<file path="src/sv/kufef_ram.sv">
// kufef_ram: generic single-write, single-read ram with registered read data
// no dependencies

module kufef_ram #(
    parameter int WIDTH = 8,
    parameter int DEPTH = 16
) (
    input  logic                     aclk,
    input  logic                     we,
    input  logic [$clog2(DEPTH)-1:0] waddr,
    input  logic [WIDTH-1:0]         wdata,
    input  logic [$clog2(DEPTH)-1:0] raddr,
    output logic [WIDTH-1:0]         rdata
);

    logic [WIDTH-1:0] mem [DEPTH];

    // write port and registered read port
    always_ff @(posedge aclk) begin
        if (we) begin
            mem[waddr] <= wdata;
        end
        rdata <= mem[raddr];
    end

endmodule

</file>
<file path="config.mk">
export PLATFORM = sky130hd
export DESIGN_NAME = kufef_ram
export DESIGN_NICKNAME = d
export VERILOG_FILES = /design/src/sv/kufef_ram.sv
export SDC_FILE = /design/constraint.sdc
export NUM_CORES = 1
export LEC_CHECK = 0
export ABC_AREA = 1
export BUFFER_PORTS_ARGS = -buffer_cell sky130_fd_sc_hd__buf_2
export CAP_MARGIN = 20
export CELL_PAD_IN_SITES_DETAIL_PLACEMENT = 1
export CELL_PAD_IN_SITES_GLOBAL_PLACEMENT = 1
export CORE_UTILIZATION = 55
export CTS_BUF_LIST = sky130_fd_sc_hd__clkbuf_4 sky130_fd_sc_hd__clkbuf_8
export CTS_CLUSTER_DIAMETER = 40
export CTS_CLUSTER_SIZE = 10
export DETAILED_ROUTE_END_ITERATION = 10
export PLACE_DENSITY = 0.88
export SKIP_LAST_GASP = 1
export SYNTH_ARGS = -nofsm -noshare
export SYNTH_HDL_FRONTEND = slang
export SYNTH_SLANG_ARGS = --single-unit
</file>
<file path="constraint.sdc">
create_clock -name aclk -period 2.55 [get_ports aclk]
set_clock_uncertainty 0.05 [all_clocks]
set_input_delay 0.255 -clock aclk [delete_from_list [all_inputs] [get_ports aclk]]
set_output_delay 0.255 -clock aclk [all_outputs]
set_load 0.02 [all_outputs]
</file>
==> metrics.md, run 1 <==
| Metric | Value |
|---|---|
| Synth Cell Area | 5770 µm² |
| Fillers | 1111 |
| Vias in the first global route | 4246 |
| Total GRT Usage | 0.303 |
| Largest net degree at the start of global routing | 65 |
| I/O Buffers | 25 |
| Clock Latency Late Sink | ~440 ps |
| Max Cap Violations | 0 |
| Final setup vio count | 0 |
| Post-cts sizing count | 0 |
| Fmax | 0.768 GHz |
| Worst path max stage delay | 370 ps |
| Sw Share | 0.241 |
| Ratio of cells with drive above 1 in the final layout | 0.107 |
| Net Switching | roughly 1.1 mW |
| # diodes | 0 |
| CTS Sinks | roughly 140 |
| Crit path capture type | output port |
| Setup Buffers After CTS | 0 |
| First drt pass iteration count | 5 |
| Synth Instances | 551 |
| Final Hold Slack | 115 ps |
| Unique masters post-synth | 12 |
| Max-slew violations | 0 |
| # DRC | 0 |
| Final #Nets | 593 |
| CORE AREA | 10200 µm² |
| DR vias/cell | 5.51 |
| Die Y | about 100 µm |
| Critical path required time | 2250 ps |
| Final period util | 0.510 |
| M3 GR Usage | 0.0733 |
| HP Class | in -> reg |
| Final min period | about 1300 ps |
| CTS tree | yes |
| Num CTS Buffers | 17 |
| Busiest grt layer | met2 |
| Worst Setup Start Kind | register |
| Area Overhead vs Synth | 9.74% |
| Initial antenna violation count | 0 |
| Crit-path leading delay family | flip-flops |
| CTS Hold Bufs | 0 |
| Sequential fraction of the synthesis area | 0.694 |
| Sequential share of power | 0.547 |
| Placer Congestion | ~0.83 |
| IR drop worst, VDD | about 0.00059 V |
| RSZ-0062 raised after global routing | no |
| Max Root-Sink Buffers | 2 |
| First-pass GRT wire length | between 20 and 25 mm |
| Clk network pwr share | 0.382 |
| Kind of critical path | reg -> out |
| Final hold violations | 0 |
| Dpl ws | between 700 and 800 ps |
| Worst slew pin tran | 838 ps |
| Ys Warns | 0 |
| Critical path peak fanout | 1 |
| Initial core utilization | 0.564 |
| DIE AREA | 10900 µm² |
| Crit-path slowest cell | dfxtp_1 |
| CTS root buf | clkbuf_8 |
| Placement Rows | 37 |
| Antenna-violating nets left | 0 |
| Worst path bufs/invs | 1 |
| Clk pin slew, worst setup/hold paths | 80 ps |
| Crit-path cells | buf_2 |
| WL per Instance | between 20 and 25 µm |
| Ports | 26 |
| Vias | about 4000 |
| Syn_nets | roughly 570 |
| Final WS setup | 1250 ps |
| Die Width | 104 µm |
| Max H-tree Level | 4 |
| Synthesized flop and latch total | 136 |
| Grt ovf | 0 |
| Post-Route WL | 15.1 mm |
| Dpl hpwl | about 9.5 mm |
| M1 GR Usage | 0.389 |
| Met2 global-route usage | 0.487 |
| Mapped Avg Cell Area | between 10 and 15 µm² |
| WP data arrival | 1000 ps |
| Slew HR | 0.439 |
| Internal Power | 3.49 mW |
| 1st-iter DRT viols | 327 |
| PD cells | 726 nW/µm² |
| Outcome | finished clean |
| Pleak | 2.73 nW |
| Combinational share of power | 0.071 |
| Final setup TNS | 0 ps |
final timing paths:
kind	from	to	slack (ps)	depth (start not counted)
max	rdata[1]$_DFF_P_	rdata[1]	1250	1
min	raddr[3]	rdata[7]$_DFF_P_	120	3
max reg2reg	mem[1][2]$_DFFE_PP_	rdata[2]$_DFF_P_	1420	6
min reg2reg	mem[15][6]$_DFFE_PP_	rdata[6]$_DFF_P_	660	6
cell type report:
class                   instances  area [µm²]  share of cell area
clock buffers                  19         262              0.0413
clock inverters                13         129              0.0204
inverters                     102         383              0.0605
multi-input cells             289        1210               0.192
flip-flops and latches        136        4000               0.633
well taps                     136         170              0.0269
repair buffers                 29         168              0.0265
per-layer routing:
layer  vias up  share of wire
met5         -              0
met3        43          0.070
met4         0          0.029
met1      1944           0.40
met2       180           0.50
li1       1819              -
power groups by stage:
stage               clock [mW]  sequential (mW)  combinational, mW
finish                    1.76             2.52              0.326
global route              1.83             2.52              0.356
CTS                       1.76             2.52              0.326
detailed placement           0             2.57              0.322
global placement             0             2.56              0.307
floorplan                    0             2.58              0.176
flip-flops by register name, summed over array words and instances, names as in the netlist:
name / cells
rdata: 8
mem: 128
Yosys cell counts:
cell | number | area share
nand2_1 | 173 | 0.11
edfxtp_1 | 128 | 0.67
inv_1 | 100 | 0.065
nand3_1 | 97 | 0.084
nor2_1 | 17 | 0.011
buf_2 | 13 | 0.011
dfxtp_1 | 8 | 0.028
buf_6 | 6 | 0.012
buf_4 | 4 | 0.0052
inv_2 | 2 | 0.0013
nand3b_1 | 2 | 0.0026
buf_1 | 1 | 0.00065
tightest hold or removal path: stages:
cell and delay (ps):
buf_2 170, nand3_1 100, nand2_1 40
placed cells by master, fill, tap and decap left out, types with 2 or more instances in the layout:
cell type / instances
edfxtp_1: 128
inv_2: 2
inv_1: 100
nand3_1: 97
clkinvlp_4: 4
buf_2: 25
dfxtp_1: 8
nor2_1: 17
nand3b_1: 2
nand2_1: 173
bufinv_16: 2
clkinv_2: 6
clkbuf_8: 19
buf_4: 3
stage by stage:
step	power, mW	utilization	cells	area (µm²)
CTS	4.60	0.619	724	6330
floorplan	2.75	-	551	5770
global route	4.71	0.619	724	6330
detailed placement	2.89	0.580	692	5940
finish	4.60	0.619	724	6330
global placement	2.87	0.580	692	5940
cell families (layout without fill, tap and decap cells):
group	Yosys count	count (layout)	share of synthesized area
buffers and inverters	126	163	0.0952
DFF	136	136	0.694
and+or+nand+nor	289	289	0.210
(Power assumes the default switching activity.)
==> inputs of run 2 (changes only) <==
--- a/config.mk
+++ b/config.mk
@@ -10,12 +10,12 @@
 export CAP_MARGIN = 20
 export CELL_PAD_IN_SITES_DETAIL_PLACEMENT = 1
 export CELL_PAD_IN_SITES_GLOBAL_PLACEMENT = 1
-export CORE_UTILIZATION = 55
+export CORE_UTILIZATION = 51
 export CTS_BUF_LIST = sky130_fd_sc_hd__clkbuf_4 sky130_fd_sc_hd__clkbuf_8
 export CTS_CLUSTER_DIAMETER = 40
 export CTS_CLUSTER_SIZE = 10
 export DETAILED_ROUTE_END_ITERATION = 10
-export PLACE_DENSITY = 0.88
+export PLACE_DENSITY = 0.82
 export SKIP_LAST_GASP = 1
 export SYNTH_ARGS = -nofsm -noshare
 export SYNTH_HDL_FRONTEND = slang
==> constraint.sdc (replaced) <==
create_clock -name aclk -period 1.2 [get_ports aclk]
set_clock_uncertainty 0.05 [all_clocks]
set_input_delay 0.12 -clock aclk [delete_from_list [all_inputs] [get_ports aclk]]
set_output_delay 0.12 -clock aclk [all_outputs]
set_load 0.02 [all_outputs]
==> run 2 against run 1 <==
Against the previous run:
- routed wire length increased by 4.4%
- critical path type unchanged
- sequential power up 110%
- sequential cell count is the same
- cell area grew 3.8%
- highest routed layer unchanged
- non-clock buffer count up 29
- global-route usage down 0.40 points
- sequential share of layout area shrank 2.3 points
- combinational power rose by 140%
==> metrics.md, run 2 (synthesized netlist as in run 1, its figures left out) <==
| Metric | Value |
|---|---|
| Final min period | about 1200 ps |
| Max FFs per register | 128 (unchanged) |
| CTS tree | yes |
| WL per Instance | 20.9 µm (about the same) |
| Placement Rows | 38 (+2.7%) |
| HP Class | in -> reg |
| Largest net degree at the start of global routing | 42 (-35%) |
| Ratio of cells with drive above 1 in the final layout | 0.144 (+0.0373) |
| Crit-path slowest cell | dfxtp_1 |
| Kind of critical path | reg -> out |
| # diodes | 0 (unchanged) |
| Critical path peak fanout | 1 (unchanged) |
| 1st-iter DRT viols | 272 (-17%) |
| CTS Sinks | 136 (unchanged) |
| Slew HR | 0.725 (+0.285) |
| R2R Setup Slk | 70 ps (-1350 ps) |
| Max Root-Sink Buffers | 2 (unchanged) |
| Dpl hpwl | 10.5 mm (+10%) |
| Fmax | 0.852 GHz |
| Vias in the first global route | 4333 (+2.0%) |
| DR vias/cell | 5.38 (-2.3%) |
| Total GRT Usage | 0.299 (-0.00398) |
| Antenna-violating nets left | 0 (unchanged) |
| Commonest non-fill, non-tap cells in the layout | 173 x nand2_1, 128 x edfxtp_1, 100 x inv_1, 96 x nand3_1, 29 x buf_4 |
| Worst path bufs/invs | 1 (unchanged) |
| Most flops, register | mem |
| Placer Congestion | 0.808 (-2.5%) |
| CTS root buf | clkbuf_8 |
| WP data arrival | 1000 ps (about the same) |
| Die Width | 108 µm (+3.8%) |
| Die Y | 108 µm (+3.8%) |
| Fillers | 1226 (+10%) |
| IR drop worst, VDD | 0.000903 V (+53%) |
| Top flop regs | mem: 128 flops, rdata: 8 flops |
| Pleak | 2.89 nW (+5.7%) |
| I/O Buffers | 25 (unchanged) |
| First drt pass iteration count | 4 (-1) |
| Final setup vio count | 0 (unchanged) |
| Outcome | finished clean |
| DIE AREA | 11700 µm² (+7.7%) |
| Max-slew violations | 0 (unchanged) |
| Max Cap Violations | 0 (unchanged) |
| Post-Route WL | 15.8 mm (+4.4%) |
| Final Non-Filler Cells | 756 (+4.4%) |
| Most common cell after layout, fill and taps aside | nand2_1 |
| Final period util | 0.978 |
| Area Overhead vs Synth | 13.9% |
| Area of the multi-input gates | 1220 µm² (+0.41%) |
| Post-layout util | 0.601 (-0.0179) |
| PD cells | 1440 nW/µm² (+99%) |
| Grt ovf | 0 (unchanged) |
| Worst Setup Start Kind | register |
| Crit-path leading delay family | flip-flops |
| Clock Latency Late Sink | 440 ps (about the same) |
| RSZ-0062 raised after global routing | no |
| Worst path max stage delay | 400 ps (+30 ps) |
| Num CTS Buffers | 17 (unchanged) |
| Setup Buffers After CTS | 0 (unchanged) |
| Final WS setup | 26.1 ps (-1220 ps) |
| Final setup TNS | 0 ps (unchanged) |
| # DRC | 0 (unchanged) |
| First-pass GRT wire length | 24.5 mm (+3.2%) |
| Crit path capture type | output port |
| Dpl ws | -114 ps (-913 ps) |
| Crit-path cells | buf_4 |
| Final #Nets | 622 (+4.9%) |
| CORE AREA | 10900 µm² (+6.9%) |
| Critical path required time | 1030 ps (-1220 ps) |
| Placed Cells | 724 (+4.6%) |
| Sequential Area | 4000 µm² (unchanged) |
| Clk pin slew, worst setup/hold paths | 80 ps (about the same) |
| Initial antenna violation count | 0 (unchanged) |
| Vias | 4067 (+2.0%) |
| Ports | 26 (unchanged) |
| Max H-tree Level | 4 (unchanged) |
| Final hold violations | 0 (unchanged) |
| Final Hold Slack | 67.7 ps (-47.6 ps) |
| Worst slew pin tran | 413 ps (-425 ps) |
| Initial core utilization | 0.527 (-0.0363) |
[run 2: what timing repair did]
| action | in CTS | in global routing |
|---|---|---|
| endpoints found under the hold margin | 4 | 0 |
| setup endpoints to repair | 2 | 1 |
| hold buffers | 1 | 0 |
| resized for setup | 2 | 1 |
[run 2: where the power goes]
group / internal (mW) / switching, mW
sequential: 5.31 / 0.0422
combinational: 0.237 / 0.541
clock: 1.69 / 1.66
[run 2: final timing paths]
path / cells past startpoint / startpoint / endpoint
min reg2reg: 6 / mem[9][4]$_DFFE_PP_ / rdata[4]$_DFF_P_
max reg2reg: 6 / mem[9][1]$_DFFE_PP_ / rdata[1]$_DFF_P_
min: 1 / wdata[1] / mem[6][1]$_DFFE_PP_
max: 1 / rdata[2]$_DFF_P_ / rdata[2]
[run 2: cell type report]
cell class | instances | share of cell area
clock inverters | 10 | 0.0124
flip-flops and latches | 136 | 0.610
multi-input cells | 289 | 0.186
inverters | 102 | 0.0583
repair buffers | 58 | 0.0674
clock buffers | 21 | 0.0402
well taps | 140 | 0.0267
[run 2: per-layer routing]
layer  track usage  part of all wire
met5             0                 0
met4        0.0994             0.014
met3        0.0705             0.058
met2         0.507              0.51
met1         0.380              0.41
[run 2: per-stage QoR]
step                      power [mW]  area (µm²)
after floorplan                 5.85        5770
after CTS                       9.51        6560
after global routing            9.76        6570
final                           9.48        6570
after global placement          6.16        6200
after detailed placement        6.22        6200
